**config.mk**
```make
export PLATFORM = sky130hd
export DESIGN_NAME = button_packet_parser_drive_core
export DESIGN_NICKNAME = d
export VERILOG_FILES = /design/src/hw/rtl/bpp_pkg.sv /design/src/hw/rtl/bpp_front.sv /design/src/hw/rtl/bpp_fifo.sv /design/src/hw/rtl/bpp_back.sv /design/src/hw/rtl/button_packet_parser_drive_core.sv
export SDC_FILE = /design/constraint.sdc
export NUM_CORES = 1
export LEC_CHECK = 0
export ABC_CLOCK_PERIOD_IN_PS = 3800
export BUFFER_PORTS_ARGS = -buffer_cell sky130_fd_sc_hd__buf_2
export CAP_MARGIN = 20
export CORE_AREA = 5 5 100 102
export DETAILED_ROUTE_END_ITERATION = 6
export DIE_AREA = 0 0 105 107
export GPL_TIMING_DRIVEN = 0
export PLACE_DENSITY = 0.77
export SYNTH_ARGS = -nofsm -noshare
export SYNTH_HDL_FRONTEND = slang
export SYNTH_SLANG_ARGS = --single-unit
```
**constraint.sdc**
```tcl
create_clock -name clk_i -period 3.8 [get_ports clk_i]
set_clock_uncertainty 0.2 [all_clocks]
set_input_delay 0.57 -clock clk_i [delete_from_list [all_inputs] [get_ports clk_i]]
set_output_delay 0.57 -clock clk_i [all_outputs]
set_load 0.01 [all_outputs]
```
**src/hw/rtl/bpp_pkg.sv**
```systemverilog
package bpp_pkg;

  localparam int unsigned FrameLength  = 5;
  localparam int unsigned CaptureDepth = 32;
  localparam int unsigned IdxW         = 6;
  // Positions kept in registers; the last frame byte is checked on the fly.
  localparam int unsigned StoredBytes  = FrameLength - 1;
  localparam int unsigned StoreIdxW    = $clog2(StoredBytes);

  localparam int unsigned FifoDepth = 2;
  localparam int unsigned PtrW      = $clog2(FifoDepth);
  localparam int unsigned CntW      = $clog2(FifoDepth + 1);

  localparam logic [7:0] ByteStart = 8'h21;  // '!'
  localparam logic [7:0] ByteKind  = 8'h42;  // 'B'
  localparam logic [7:0] ByteZero  = 8'h30;  // '0'

  localparam logic [7:0] StepReset = 8'd30;

  typedef enum logic {
    OP_BYTE = 1'b0,
    OP_LINK = 1'b1
  } opcode_e;

  typedef enum logic {
    REG_VELOCITY_STEP = 1'b0,
    REG_TURN_STEP     = 1'b1
  } reg_idx_e;

  // Flag bit positions
  localparam int unsigned FlagFwd   = 0;
  localparam int unsigned FlagBack  = 1;
  localparam int unsigned FlagLeft  = 2;
  localparam int unsigned FlagRight = 3;

  // One queued result: the button flags after the item.
  typedef struct packed {
    logic [3:0] flags;
  } res_t;

  // Queue status seen by the front.
  typedef struct packed {
    logic full;
  } q_stat_t;

  // Queue head seen by the back.
  typedef struct packed {
    logic valid;
    res_t data;
  } q_head_t;

endpackage

```
**src/hw/rtl/bpp_front.sv**
```systemverilog
module bpp_front
  import bpp_pkg::*;
(
  input  logic       clk_i,
  input  logic       rst_ni,
  input  logic       in_valid_i,
  output logic       in_ready_o,
  input  logic       opcode_i,
  input  logic [7:0] rx_byte_i,
  input  logic       link_up_i,
  input  q_stat_t    q_stat_i,
  output logic       push_o,
  output res_t       push_data_o
);

  logic            link_q, link_d;
  logic [IdxW-1:0] idx_q, idx_d;
  logic [3:0]      flags_q, flags_d;
  logic [7:0]      sum_q, sum_d;
  logic [7:0]      frame_q [StoredBytes];

  logic            fire;
  logic [IdxW-1:0] idx_eff;
  logic            store;
  logic            keep_byte;
  logic            frame_ok;
  logic [3:0]      bit_sel;
  logic            pressed;

  assign in_ready_o = ~q_stat_i.full;
  assign fire       = in_valid_i & in_ready_o;

  always_comb begin
    idx_eff   = (rx_byte_i == ByteStart) ? '0 : idx_q;
    store     = idx_eff < IdxW'(CaptureDepth);
    keep_byte = idx_eff < IdxW'(StoredBytes);
    frame_ok  = store && (idx_eff == IdxW'(StoredBytes)) &&
                (frame_q[0] == ByteStart) && (frame_q[1] == ByteKind) &&
                (~sum_q == rx_byte_i);
    pressed   = frame_q[3] != ByteZero;
    case (frame_q[2])
      ByteZero + 8'd5: bit_sel = 4'b0001;
      ByteZero + 8'd6: bit_sel = 4'b0010;
      ByteZero + 8'd7: bit_sel = 4'b0100;
      ByteZero + 8'd8: bit_sel = 4'b1000;
      default:         bit_sel = 4'b0000;
    endcase

    link_d  = link_q;
    idx_d   = idx_q;
    flags_d = flags_q;
    sum_d   = sum_q;
    push_o  = 1'b0;
    if (fire) begin
      if (opcode_e'(opcode_i) == OP_LINK) begin
        link_d  = link_up_i;
        flags_d = '0;
        push_o  = 1'b1;
      end else if (link_q) begin
        idx_d = store ? idx_eff + IdxW'(1) : idx_eff;
        if (keep_byte) begin
          sum_d = (idx_eff == '0) ? rx_byte_i : sum_q + rx_byte_i;
        end
        if (frame_ok) begin
          flags_d = pressed ? (flags_q | bit_sel) : (flags_q & ~bit_sel);
          push_o  = 1'b1;
        end
      end
    end
    push_data_o.flags = flags_d;
  end

  always_ff @(posedge clk_i or negedge rst_ni) begin
    if (!rst_ni) begin
      link_q  <= 1'b0;
      idx_q   <= '0;
      flags_q <= '0;
      sum_q   <= '0;
    end else begin
      link_q  <= link_d;
      idx_q   <= idx_d;
      flags_q <= flags_d;
      sum_q   <= sum_d;
    end
  end

  // Frame store, only the first positions are kept.
  always_ff @(posedge clk_i) begin
    if (fire && opcode_e'(opcode_i) == OP_BYTE && link_q && keep_byte) begin
      frame_q[idx_eff[StoreIdxW-1:0]] <= rx_byte_i;
    end
  end

  // A byte-driven result needs the link up.
  a_frame_needs_link: assert property (@(posedge clk_i) disable iff (!rst_ni)
    push_o && opcode_e'(opcode_i) == OP_BYTE |-> link_q)
    else $error("frame result while link down");

endmodule

```
**src/hw/rtl/bpp_fifo.sv**
```systemverilog
module bpp_fifo
  import bpp_pkg::*;
(
  input  logic    clk_i,
  input  logic    rst_ni,
  input  logic    push_i,
  input  res_t    push_data_i,
  output q_stat_t stat_o,
  output q_head_t head_o,
  input  logic    pop_i
);

  res_t            mem_q [FifoDepth];
  logic [PtrW-1:0] wr_q, rd_q;
  logic [CntW-1:0] cnt_q;

  assign stat_o.full  = cnt_q == CntW'(FifoDepth);
  assign head_o.valid = cnt_q != '0;
  assign head_o.data  = mem_q[rd_q];

  always_ff @(posedge clk_i) begin
    if (push_i) begin
      mem_q[wr_q] <= push_data_i;
    end
  end

  always_ff @(posedge clk_i or negedge rst_ni) begin
    if (!rst_ni) begin
      wr_q  <= '0;
      rd_q  <= '0;
      cnt_q <= '0;
    end else begin
      if (push_i) wr_q <= wr_q + PtrW'(1);
      if (pop_i)  rd_q <= rd_q + PtrW'(1);
      case ({push_i, pop_i})
        2'b10:   cnt_q <= cnt_q + CntW'(1);
        2'b01:   cnt_q <= cnt_q - CntW'(1);
        default: cnt_q <= cnt_q;
      endcase
    end
  end

  a_no_overflow: assert property (@(posedge clk_i) disable iff (!rst_ni)
    !(push_i && stat_o.full))
    else $error("queue overflow");

  a_no_underflow: assert property (@(posedge clk_i) disable iff (!rst_ni)
    !(pop_i && !head_o.valid))
    else $error("queue underflow");

  a_count_grows: assert property (@(posedge clk_i) disable iff (!rst_ni)
    push_i && !pop_i |=> cnt_q == $past(cnt_q) + CntW'(1))
    else $error("queue count mismatch");

endmodule

```
**src/hw/rtl/bpp_back.sv**
```systemverilog
module bpp_back
  import bpp_pkg::*;
(
  input  logic        clk_i,
  input  logic        rst_ni,
  input  logic        cfg_valid_i,
  output logic        cfg_ready_o,
  input  logic        cfg_addr_i,
  input  logic [7:0]  cfg_data_i,
  input  q_head_t     head_i,
  output logic        pop_o,
  output logic        out_valid_o,
  input  logic        out_ready_i,
  output logic [8:0]  vel_cmd_o,
  output logic [8:0]  turn_cmd_o,
  output logic [3:0]  button_flags_o
);

  logic [7:0] vel_step_q, turn_step_q;
  logic       valid_q;
  logic [8:0] vel_q, vel_d;
  logic [8:0] turn_q, turn_d;
  logic [3:0] flags_q;
  logic [8:0] vs9, ts9;
  logic [3:0] f;

  assign cfg_ready_o = 1'b1;

  always_ff @(posedge clk_i or negedge rst_ni) begin
    if (!rst_ni) begin
      vel_step_q  <= StepReset;
      turn_step_q <= StepReset;
    end else if (cfg_valid_i) begin
      case (reg_idx_e'(cfg_addr_i))
        REG_VELOCITY_STEP: vel_step_q  <= cfg_data_i;
        REG_TURN_STEP:     turn_step_q <= cfg_data_i;
        default:           ;
      endcase
    end
  end

  assign pop_o = head_i.valid & (~valid_q | out_ready_i);

  always_comb begin
    f      = head_i.data.flags;
    vs9    = {1'b0, vel_step_q};
    ts9    = {1'b0, turn_step_q};
    vel_d  = (f[FlagFwd]  ? vs9 : 9'd0) - (f[FlagBack]  ? vs9 : 9'd0);
    turn_d = (f[FlagLeft] ? ts9 : 9'd0) - (f[FlagRight] ? ts9 : 9'd0);
  end

  always_ff @(posedge clk_i or negedge rst_ni) begin
    if (!rst_ni) begin
      valid_q <= 1'b0;
    end else if (pop_o) begin
      valid_q <= 1'b1;
    end else if (out_ready_i) begin
      valid_q <= 1'b0;
    end
  end

  always_ff @(posedge clk_i) begin
    if (pop_o) begin
      vel_q   <= vel_d;
      turn_q  <= turn_d;
      flags_q <= f;
    end
  end

  assign out_valid_o    = valid_q;
  assign vel_cmd_o      = vel_q;
  assign turn_cmd_o     = turn_q;
  assign button_flags_o = flags_q;

endmodule

```
**src/hw/rtl/button_packet_parser_drive_core.sv**
```systemverilog
// Button packet parser and drive mixer.
// Input stream (s_axis): one item per received byte or link event. tuser is
//   the opcode (0 byte, 1 link change); tdata[7:0] the byte, tdata[8] the new
//   link state. A byte while the link is down is dropped without a result.
// Output stream (m_axis): one item per accepted "!B" frame and per link
//   event: velocity and turn commands (signed) and the four button flags.
// Config channel: cfg_addr_i 0 = velocity step, 1 = turn step, 8-bit data.
//   Always ready; write only while the block is idle.
// Throughput: one input item per cycle while the queue is not full. The
//   front parser updates its capture state and running checksum as each
//   item is accepted; the drive sums are formed in the back stage when a result leaves the queue.
// Result path: the queue is written at the edge that accepts the input item;
//   the output register is loaded from the queue head when it is empty or
//   m_axis takes its current result, so an m_axis stall holds results queued.
// Stall: a two-entry result queue sits between parser and output register.
//   While m_axis is stalled the parser keeps taking items until the queue
//   fills, then s_axis_tready_o drops.
// Reset: steps return to 30, flags clear, link down, capture index zero,
//   queue and output empty. No clearing pass is needed.
module button_packet_parser_drive_core
  import bpp_pkg::*;
(
  input  logic        clk_i,
  input  logic        rst_ni,
  // config write
  input  logic        cfg_valid_i,
  output logic        cfg_ready_o,
  input  logic        cfg_addr_i,
  input  logic [7:0]  cfg_data_i,
  // input items
  input  logic        s_axis_tvalid_i,
  output logic        s_axis_tready_o,
  input  logic [15:0] s_axis_tdata_i,   // [7:0] rx_byte, [8] link_up, rest zero
  input  logic        s_axis_tuser_i,   // [0] opcode
  // result items
  output logic        m_axis_tvalid_o,
  input  logic        m_axis_tready_i,
  output logic [23:0] m_axis_tdata_o    // [8:0] velocity command,
                                        // [17:9] turn command,
                                        // [21:18] button_flags, rest zero
);

  q_stat_t    q_stat;
  q_head_t    q_head;
  logic       push, pop;
  res_t       push_data;
  logic [8:0] vel, turn;
  logic [3:0] flags;

  // Front: capture, checksum, flag update
  bpp_front u_front (
    .clk_i       (clk_i),
    .rst_ni      (rst_ni),
    .in_valid_i  (s_axis_tvalid_i),
    .in_ready_o  (s_axis_tready_o),
    .opcode_i    (s_axis_tuser_i),
    .rx_byte_i   (s_axis_tdata_i[7:0]),
    .link_up_i   (s_axis_tdata_i[8]),
    .q_stat_i    (q_stat),
    .push_o      (push),
    .push_data_o (push_data)
  );

  // Decoupling queue of flag snapshots
  bpp_fifo u_fifo (
    .clk_i       (clk_i),
    .rst_ni      (rst_ni),
    .push_i      (push),
    .push_data_i (push_data),
    .stat_o      (q_stat),
    .head_o      (q_head),
    .pop_i       (pop)
  );

  // Back: drive sums and output register, holds the step registers
  bpp_back u_back (
    .clk_i          (clk_i),
    .rst_ni         (rst_ni),
    .cfg_valid_i    (cfg_valid_i),
    .cfg_ready_o    (cfg_ready_o),
    .cfg_addr_i     (cfg_addr_i),
    .cfg_data_i     (cfg_data_i),
    .head_i         (q_head),
    .pop_o          (pop),
    .out_valid_o    (m_axis_tvalid_o),
    .out_ready_i    (m_axis_tready_i),
    .vel_cmd_o      (vel),
    .turn_cmd_o     (turn),
    .button_flags_o (flags)
  );

  assign m_axis_tdata_o = {2'b00, flags, turn, vel};

endmodule
```
==> out/metrics.cfg, run 1 <==
[timing]
layout_setup_ws_ns=0.464
worstMarginPinSlew_ns=0.924
finalHoldViolations=0
period_needed_ns=3.34
setup_viol=0
slew_viol_final=0
rsz0062_at_grt=false
timing.final.crit_share=0.878
fin_hold_ws_ns=0.141
timing.slew.headroom=0.384
max_clock_freq_mhz=300

[clock_tree]
h-tree-depth=3
clk_pin_slew_ns=0.10
cts_tree=built
clkLatencyLatePin_ns=0.35
numCtsBuffers=9
cts_max_path_buffers=2
ctsRootBufferMaster=clkbuf_8
cts_num_sinks=102

[placement]
preCtsSetupSlack_ns=-0.0252
detailed_place_hpwl_um=6680
io_buffer_count=46
place_congestion=0.861

[die]
dieArea_um2=11200
dieWidth_um=105
rows=35
die_y_um=107
core_area_um2=9020
start_util=0.557
num_io_pins=58

[yosys]
yosysTopAreaCell=edfxtp_1
mappedNetlistArea_um2=5020
ys_ff_latch=102
syn_inst=413
synth_top_area_frac=0.371
ys_types=53
synth_top_cells_by_area=edfxtp_1, dfrtp_1, ha_1, mux2_2, dfstp_2
seq_area_frac_synth=0.572
syn_area_per_cell_um2=12.2
yosysWarnings=0
async_flop_share=0.392
ys.flop_type=edfxtp_1
synth-edff-count=62

[final_layout]
nNetsFinal=534
diodes=0
syn_to_final_growth_pct=12.5
n_fill_cell=702
multi_input_area_um2=2020
register_area_um2=2870
drive_gt1_frac=0.222

[setup_path]
crit_start=s_axis_tdata_i[4]
reg2regPathDepth=11
end_kind=flop
cp_data_arrival_time_ns=3.41
start_kind=primary input
r2r-end=u_back.vel_cmd_o[8]$_DFFE_PP_
required_ns=3.88
worstSetupPathType=in2reg
regToRegStartpoint=u_fifo.rd_q$_DFFE_PN0P_
reg2reg_slack_ns=0.61
cp_max_fo=7

[route]
drt-vias-per-instance=5.45
drcViolationCount=0
routed_wire_length_per_instance_um=15.6
drtAntennaViolNets=0
num_vias=3206
dr.pass1.iters=4
drt_iter0_drc=107
drt-total-wl_um=9200

[worst_hold_path]
hp-class=in2async

[global_routing]
grt_use_total=0.172
grt_overflow=0
grt_max_degree=41
grt_pass1_wl_um=15600
grt_pass1_vias=3232
grt_antenna_before_repair=0

[power]
leakage_nw=2.36
pwr-share-seq=0.423
p_sw_w=0.00134
clockPowerShare=0.192
power.density_nw_per_um2=703
ir_drop_mv=0.334
swShare=0.338
combPwrFrac=0.385
power.internal_w=0.00263

[outcome]
outcome=complete, no violations

[flow_run]
maxCapViolations=0

==> how the worst max path moves through the flow <==
stage	to	slack, ns	depth (start not counted)
6_report	u_fifo.cnt_q[1]$_DFFE_PN0P_	0.46	14
5_1_grt	u_fifo.cnt_q[1]$_DFFE_PN0P_	0.15	14
4_1_cts	u_fifo.cnt_q[1]$_DFFE_PN0P_	0.34	15
3_5_place_dp	u_fifo.cnt_q[1]$_DFFE_PN0P_	-0.03	14
3_3_place_gp	u_fifo.cnt_q[1]$_DFFE_PN0P_	0.04	14
2_1_floorplan	u_fifo.cnt_q[1]$_DFFE_PN0P_	0.67	13
==> Yosys cell counts (3+ instances only) <==
cell,count
a31oi_1,3
nor4b_1,4
nor2_1,14
xnor2_1,12
buf_4,3
nor2b_1,10
nand4_1,3
a21o_1,5
nor3_1,6
dfrtp_1,32
o21a_1,6
o22ai_1,5
a21oi_1,16
and2_1,19
edfxtp_1,62
ha_1,28
nand3_1,7
clkbuf_1,4
nand2_1,48
and4b_1,3
inv_1,24
dfstp_2,8
mux2_2,22
o21ai_0,17
xor2_1,9
fa_1,3
==> registers in the layout, indices dropped and copies added (netlist names) <==
register / cells
u_back.turn_cmd_o: 9
u_fifo.rd_q: 1
u_fifo.cnt_q: 2
u_front.sum_q: 8
u_fifo.wr_q: 1
u_back.vel_cmd_o: 9
u_front.flags_q: 4
u_front.link_q: 1
u_fifo.mem_q: 8
u_front.idx_q: 6
u_back.out_valid_o: 1
u_back.vel_step_q: 8
u_back.button_flags_o: 4
u_back.turn_step_q: 8
u_front.frame_q: 32
==> power groups by stage <==
stage	clock [W]	sequential, W	combinational, W
6_report	0.000764	0.00168	0.00153
5_1_grt	0.000825	0.00171	0.00173
4_1_cts	0.000775	0.00168	0.00155
3_5_place_dp	0	0.00170	0.00154
3_3_place_gp	0	0.00169	0.00147
2_1_floorplan	0	0.00175	0.00105
==> area by class of cell <==
class                   count  share of cell area
well taps                 111              0.0246
repair buffers             47              0.0434
multi-input cells         279               0.358
plain buffers               9             0.00952
inverters                  24              0.0159
clock buffers              10              0.0244
flip-flops and latches    102               0.508
clock inverters             6              0.0164
==> critical path: stages <==
cell	delay [ns]
buf_2	0.16
nor4b_2	0.33
nand2_1	0.22
nand2_1	0.18
ha_1	0.25
and4b_1	0.22
nand4_1	0.13
nor4_4	0.38
nor2_1	0.12
nor2_2	0.16
inv_1	0.07
ha_1	0.30
nor2_1	0.16
xor2_1	0.17
==> logic make-up after synthesis <==
| family | Yosys count | share of synthesized area |
|---|---|---|
| XOR/XNOR | 21 | 0.0366 |
| flip-flops | 102 | 0.572 |
| other | 2 | 0.00149 |
| buffers and inverters | 33 | 0.0286 |
| AO/OA/AOI/OAI | 66 | 0.0814 |
| AND/OR/NAND/NOR | 134 | 0.145 |
| multiplexers | 24 | 0.0533 |
| adder cells (fa/ha/maj) | 31 | 0.0817 |
==> metal layers <==
layer | up-vias | track usage | share of wire
met1 | 1551 | 0.222 | 0.43
met5 | - | 0 | 0
met3 | 10 | 0.0307 | 0.031
li1 | 1598 | - | -
met2 | 47 | 0.298 | 0.52
met4 | 0 | 0.0502 | 0.011
==> cells in the final DEF (no fill, tap or decap), types with 6 or more instances in the layout <==
master,n
a21oi_1,15
and2_1,19
buf_2,47
clkbuf_8,10
dfrtp_1,32
dfstp_2,8
edfxtp_1,62
ha_1,28
inv_1,24
mux2_2,22
nand2_1,48
nand3_1,7
nor2_1,14
nor2b_1,10
nor3_1,6
o21a_1,6
o21ai_0,17
xnor2_1,12
xor2_1,9
==> metrics by stage <==
step,instances,TNS (ns),cell area (um2),power (W),utilization
after global routing,588,0,5650,0.00427,0.626
after global placement,571,0,5400,0.00317,0.598
final,588,0,5650,0.00397,0.626
after floorplan,414,0,5030,0.00281,-
after CTS,588,0,5650,0.00400,0.626
after detailed placement,572,-0.0252,5420,0.00324,0.600
==> repair_timing <==
action / 4_1_cts / 5_1_grt
setup endpoints to repair: 0 / 1
hold buffers: 0 / 0
buffers inserted: 0 / 0
resized for setup: 0 / 1
Power figures use the tool's default switching activity.
==> inputs of run 2 (changes only) <==
Settings changed: BUFFER_PORTS_ARGS -buffer_cell sky130_fd_sc_hd__buf_2 to -buffer_cell sky130_fd_sc_hd__clkbuf_2.
==> run 2 against run 1 <==
First-iteration DRC count is 22% higher. Critical path type unchanged. Final area hardly changed. Sequential cell count stayed put. Largest cell class unchanged. Clock power is 7.3% lower. Via count is 0.72% higher. Global-route usage hardly changed. Sequential power hardly changed. Core utilization hardly changed. Sequential share of layout area hardly changed. Setup slack worse by 0.13 ns.
==> out/metrics.cfg, run 2 (synthesis gave the netlist of run 1 again) <==
[setup_path]
crit_end=u_fifo.cnt_q[1]$_DFFE_PN0P_
r2r-end=u_back.vel_cmd_o[8]$_DFFE_PP_
start_kind=primary input
regToRegStartpoint=u_fifo.rd_q$_DFFE_PN0P_
cp_max_fo=7
reg2reg_slack_ns=0.54
cp_data_arrival_time_ns=3.56
worstSetupPathType=in2reg
crit_start=s_axis_tdata_i[1]
cp_num_buf_inv=2
cp_slowest_stage_delay_ns=0.46
required_ns=3.90
path_cells=clkbuf_2 -> nor4b_1 -> nand2_1 -> nand2_1 -> ha_1 -> and4b_1 -> nand4_1 -> nor4_4 -> nor2_1 -> nor2_2 -> inv_1 -> ha_1 -> nor2_1 -> xor2_1
critical_path_cell_count=14
cp_slowest_cell=nor4b_1
path_delay_family=simple AND/OR/NAND/NOR gates
end_kind=flop
reg2regPathDepth=11

[route]
drt-vias-per-instance=5.47
drcViolationCount=0
drt-total-wl_um=9380
dr.pass1.iters=4
drtAntennaViolNets=0
routed_wire_length_per_instance_um=15.9
num_vias=3229
drt_iter0_drc=131

[final_layout]
final_cell_mix=edfxtp_1, nand2_1, clkbuf_2
layout.cells.non_filler=590
drive_gt1_frac=0.221
final_area_um2=5660
diodes=0
largest_register_ffs=32
nNetsFinal=536
layout_commonest_cell=edfxtp_1
syn_to_final_growth_pct=12.6
final_core_utilization=0.627

[global_routing]
grt_pass1_wl_um=15300
grt_overflow=0
grt_max_degree=41
grt_antenna_before_repair=0
grt_use_total=0.172
grt_pass1_vias=3202

[clock_tree]
cts_resized=0
h-tree-depth=3
numCtsBuffers=9
clk_pin_slew_ns=0.11
ctsRootBufferMaster=clkbuf_8
cts_max_path_buffers=2
cts_hold_buf=0
cts_num_sinks=102
cts_tree=built
clkLatencyLatePin_ns=0.37
post_cts_buffers=0

[die]
core_area_um2=9020
dieArea_um2=11200
rows=35
start_util=0.557
die_y_um=107
num_io_pins=58
dieWidth_um=105

[placement]
dpl_cell_area_um2=5420
detailed_place_hpwl_um=6750
io_buffer_count=46
dp.cells=572
place_congestion=0.859

[flow_run]
maxCapViolations=0

[worst_hold_path]
hp-class=in2reg

[timing]
fin_hold_ws_ns=0.179
period_needed_ns=3.47
setup_viol=0
timing.final.crit_share=0.913
worstMarginPinSlew_ns=0.692
max_clock_freq_mhz=288
fin_tns_setup_ns=0
slew_viol_final=0
finalHoldViolations=0
rsz0062_at_grt=false
timing.slew.headroom=0.534

[outcome]
outcome=complete, no violations

[power]
pwr-share-seq=0.429
power.density_nw_per_um2=695
clockPowerShare=0.180
leakage_nw=2.37
combPwrFrac=0.391
swShare=0.352
ir_drop_mv=0.406
power.internal_w=0.00255
p_sw_w=0.00138

## run 2: power by group through the flow
stage	Combinational [W]	Clock, W	Sequential, W
after floorplan	0.00105	0	0.00175
after global placement	0.00147	0	0.00170
after detailed placement	0.00154	0	0.00171
after CTS	0.00155	0.000719	0.00168
after global routing	0.00173	0.000760	0.00171
final	0.00154	0.000708	0.00168
## run 2: cell type report
class,instances,area (um2)
clock inverter,5,47.5
timing repair buffer,49,275
sequential,102,2870
buffer,9,53.8
inverter,24,90.1
clock buffer,11,163
tap,111,139
multi-input combinational,279,2010
fill,704,3370
## run 2: how the worst min path moves through the flow
stage	slack [ns]	start	depth (start not counted)	to
2_1_floorplan	0.07	rst_ni	0	u_back.out_valid_o$_DFFE_PN0P_
3_5_place_dp	0.28	u_fifo.wr_q$_DFFE_PN0N_	1	u_fifo.wr_q$_DFFE_PN0N_
6_report	0.18	m_axis_tready_i	2	u_back.out_valid_o$_DFFE_PN0P_
4_1_cts	0.17	m_axis_tready_i	2	u_back.out_valid_o$_DFFE_PN0P_
3_3_place_gp	0.27	u_front.sum_q[4]$_DFFE_PN0P_	2	u_front.sum_q[4]$_DFFE_PN0P_
5_1_grt	0.18	m_axis_tready_i	2	u_back.out_valid_o$_DFFE_PN0P_
## run 2: worst register-to-register path, stage by stage (launching register included)
cell      delay [ns]
dfrtp_1         0.33
clkbuf_1        0.23
mux2_2          0.47
and2_1          0.20
ha_1            0.21
fa_1            0.41
nor2b_1         0.12
o21ai_0         0.12
a21boi_0        0.31
o21a_1          0.15
nor2_1          0.05
o21a_1          0.20
## run 2: metrics by stage
stage / setup slack [ns] / power [W]
after floorplan: 0.675 / 0.00281
after global placement: 0.0244 / 0.00317
after detailed placement: -0.0526 / 0.00325
after CTS: 0.328 / 0.00396
after global routing: 0.00115 / 0.00420
final: 0.332 / 0.00393
## run 2: per-layer routing
| metal | track usage | up-vias | wire length (um) |
|---|---|---|---|
| met3 | 0.0349 | 9 | 331 |
| met1 | 0.213 | 1565 | 4130 |
| met5 | 0 | - | 0 |
| li1 | - | 1599 | - |
| met2 | 0.298 | 56 | 4830 |
| met4 | 0.0612 | 0 | 96 |
==> inputs of run 3 (changes only) <==
Settings changed: ABC_CLOCK_PERIOD_IN_PS 3800 to 3200.
Clock period 3.8 ns to 3.2 ns, I/O delays scaled along.
==> run 3 against run 2 <==
Routed wire length is 1.6% higher. Sequential cell count stayed put. First-iteration DRC count is 27% higher. Final area is 1.0% higher. Critical path type is now reg2reg. Largest cell class unchanged.
==> out/metrics.cfg, run 3 (synthesis gave the netlist of run 1 again) <==
[outcome]
outcome=complete, no violations

[placement]
io_buffer_count=46
dpl_cell_area_um2=5420
detailed_place_hpwl_um=6750
place_congestion=0.859

[route]
drtAntennaViolNets=0
num_vias=3255
drt-total-wl_um=9540
drcViolationCount=0
routed_wire_length_per_instance_um=16.1
drt-vias-per-instance=5.49
dr.pass1.iters=4
drt_iter0_drc=167

[global_routing]
grt_pass1_vias=3217
grt_pass1_wl_um=15400
grt_use_total=0.172
grt_max_degree=41
grt_antenna_before_repair=0
grt_overflow=0

[power]
pwr-share-seq=0.430
combPwrFrac=0.390
power.density_nw_per_um2=819
clockPowerShare=0.179
swShare=0.352
ir_drop_mv=0.485
leakage_nw=2.40
p_sw_w=0.00165
power.internal_w=0.00303

[timing]
fin_tns_setup_ns=0
fin_hold_ws_ns=0.0924
setup_viol=0
slew_viol_final=0
finalHoldViolations=0
timing.slew.headroom=0.521
period_needed_ns=3.00
max_clock_freq_mhz=333
timing.final.crit_share=0.939
worstMarginPinSlew_ns=0.712

[setup_path]
path_cells=mux2_2 -> and2_1 -> ha_1 -> fa_1 -> nor2b_1 -> o21ai_0 -> a21boi_1 -> o21a_1 -> nor2_1 -> o21a_1
cp_slowest_cell=mux2_2
cp_data_arrival_time_ns=2.93
cp_slowest_stage_delay_ns=0.45
start_kind=flop
required_ns=3.13
worstSetupPathType=reg2reg
crit_top_cell=o21a_1
cp_max_fo=9
end_kind=flop

[flow_run]
maxCapViolations=0

[final_layout]
syn_to_final_growth_pct=13.7
layout_commonest_cell=edfxtp_1
largest_register_ffs=32
diodes=0
final_cell_mix=edfxtp_1, nand2_1, clkbuf_2
drive_gt1_frac=0.237
final_area_um2=5710
final_core_utilization=0.633
nNetsFinal=539

[clock_tree]
numCtsBuffers=9
ctsRootBufferMaster=clkbuf_8
h-tree-depth=3
cts_max_path_buffers=2
clkLatencyLatePin_ns=0.37
clk_pin_slew_ns=0.11
cts_tree=built
cts_num_sinks=102

[die]
num_io_pins=58
die_y_um=107
dieWidth_um=105
rows=35
core_area_um2=9020
dieArea_um2=11200
start_util=0.557

[worst_hold_path]
hp-class=in2reg

run 3: changes by cell type in the layout (fill, tap and decap cells not counted), sizes merged:
cell / delta
buf: +4
clkbuf: -1
run 3: worst max-delay path, delay by kind of cell (launching register included):
kind | cells | cell delay [ns]
simple gates | 3 | 0.37
flops | 1 | 0.43
fa+ha+maj | 2 | 0.62
compound gates | 4 | 0.71
mux | 1 | 0.45
run 3: repair_timing:
item,in CTS,in global routing
buffers inserted,1,3
resized for setup,3,4
hold buffers,0,1
hold endpoints to repair,0,5
endpoints found under the setup margin,8,9
pin swaps,1,2
run 3: metal layers:
metal | part of all wire | GRT usage | vias up | wire [um]
met3 | 0.036 | 0.0343 | 10 | 339
met5 | 0 | 0 | - | 0
met4 | 0.012 | 0.0612 | 0 | 116
met2 | 0.51 | 0.300 | 59 | 4860
li1 | - | - | 1609 | -
met1 | 0.44 | 0.214 | 1577 | 4220
run 3: cell type report:
cell class,count,area (um2)
fill,700,3310
sequential,102,2870
clock buffer,11,163
buffer,8,50.0
multi-input combinational,279,2040
clock inverter,5,47.5
tap,111,139
timing repair buffer,53,305
inverter,24,90.1
run 3: stage by stage:
step,total power (W),std cells,setup WS [ns]
2_1_floorplan,0.00333,414,0.165
3_3_place_gp,0.00376,571,-0.486
3_5_place_dp,0.00386,572,-0.563
4_1_cts,0.00470,588,0.0371
5_1_grt,0.00500,593,-0.00750
6_report,0.00468,593,0.195
run 3: final timing paths:
kind / start / endpoint / slack [ns] / cells past startpoint
min reg2reg: u_fifo.wr_q$_DFFE_PN0N_ / u_fifo.wr_q$_DFFE_PN0N_ / 0.29 / 1
max in group asynchronous: rst_ni / u_back.vel_step_q[3]$_DFFE_PN1P_ / 1.98 / 3
min: m_axis_tready_i / u_back.out_valid_o$_DFFE_PN0P_ / 0.09 / 2
max reg2reg: u_fifo.rd_q$_DFFE_PN0P_ / u_back.vel_cmd_o[8]$_DFFE_PP_ / 0.20 / 10
min in group asynchronous: rst_ni / u_front.sum_q[1]$_DFFE_PN0P_ / 0.29 / 2
max: u_fifo.rd_q$_DFFE_PN0P_ / u_back.vel_cmd_o[8]$_DFFE_PP_ / 0.20 / 10
run 3: power groups by stage:
stage / sequential, W / combinational (W) / clock (W)
3_3_place_gp: 0.00202 / 0.00175 / 0
2_1_floorplan: 0.00208 / 0.00125 / 0
3_5_place_dp: 0.00203 / 0.00183 / 0
4_1_cts: 0.00201 / 0.00183 / 0.000854
5_1_grt: 0.00205 / 0.00205 / 0.000903
6_report: 0.00201 / 0.00182 / 0.000839
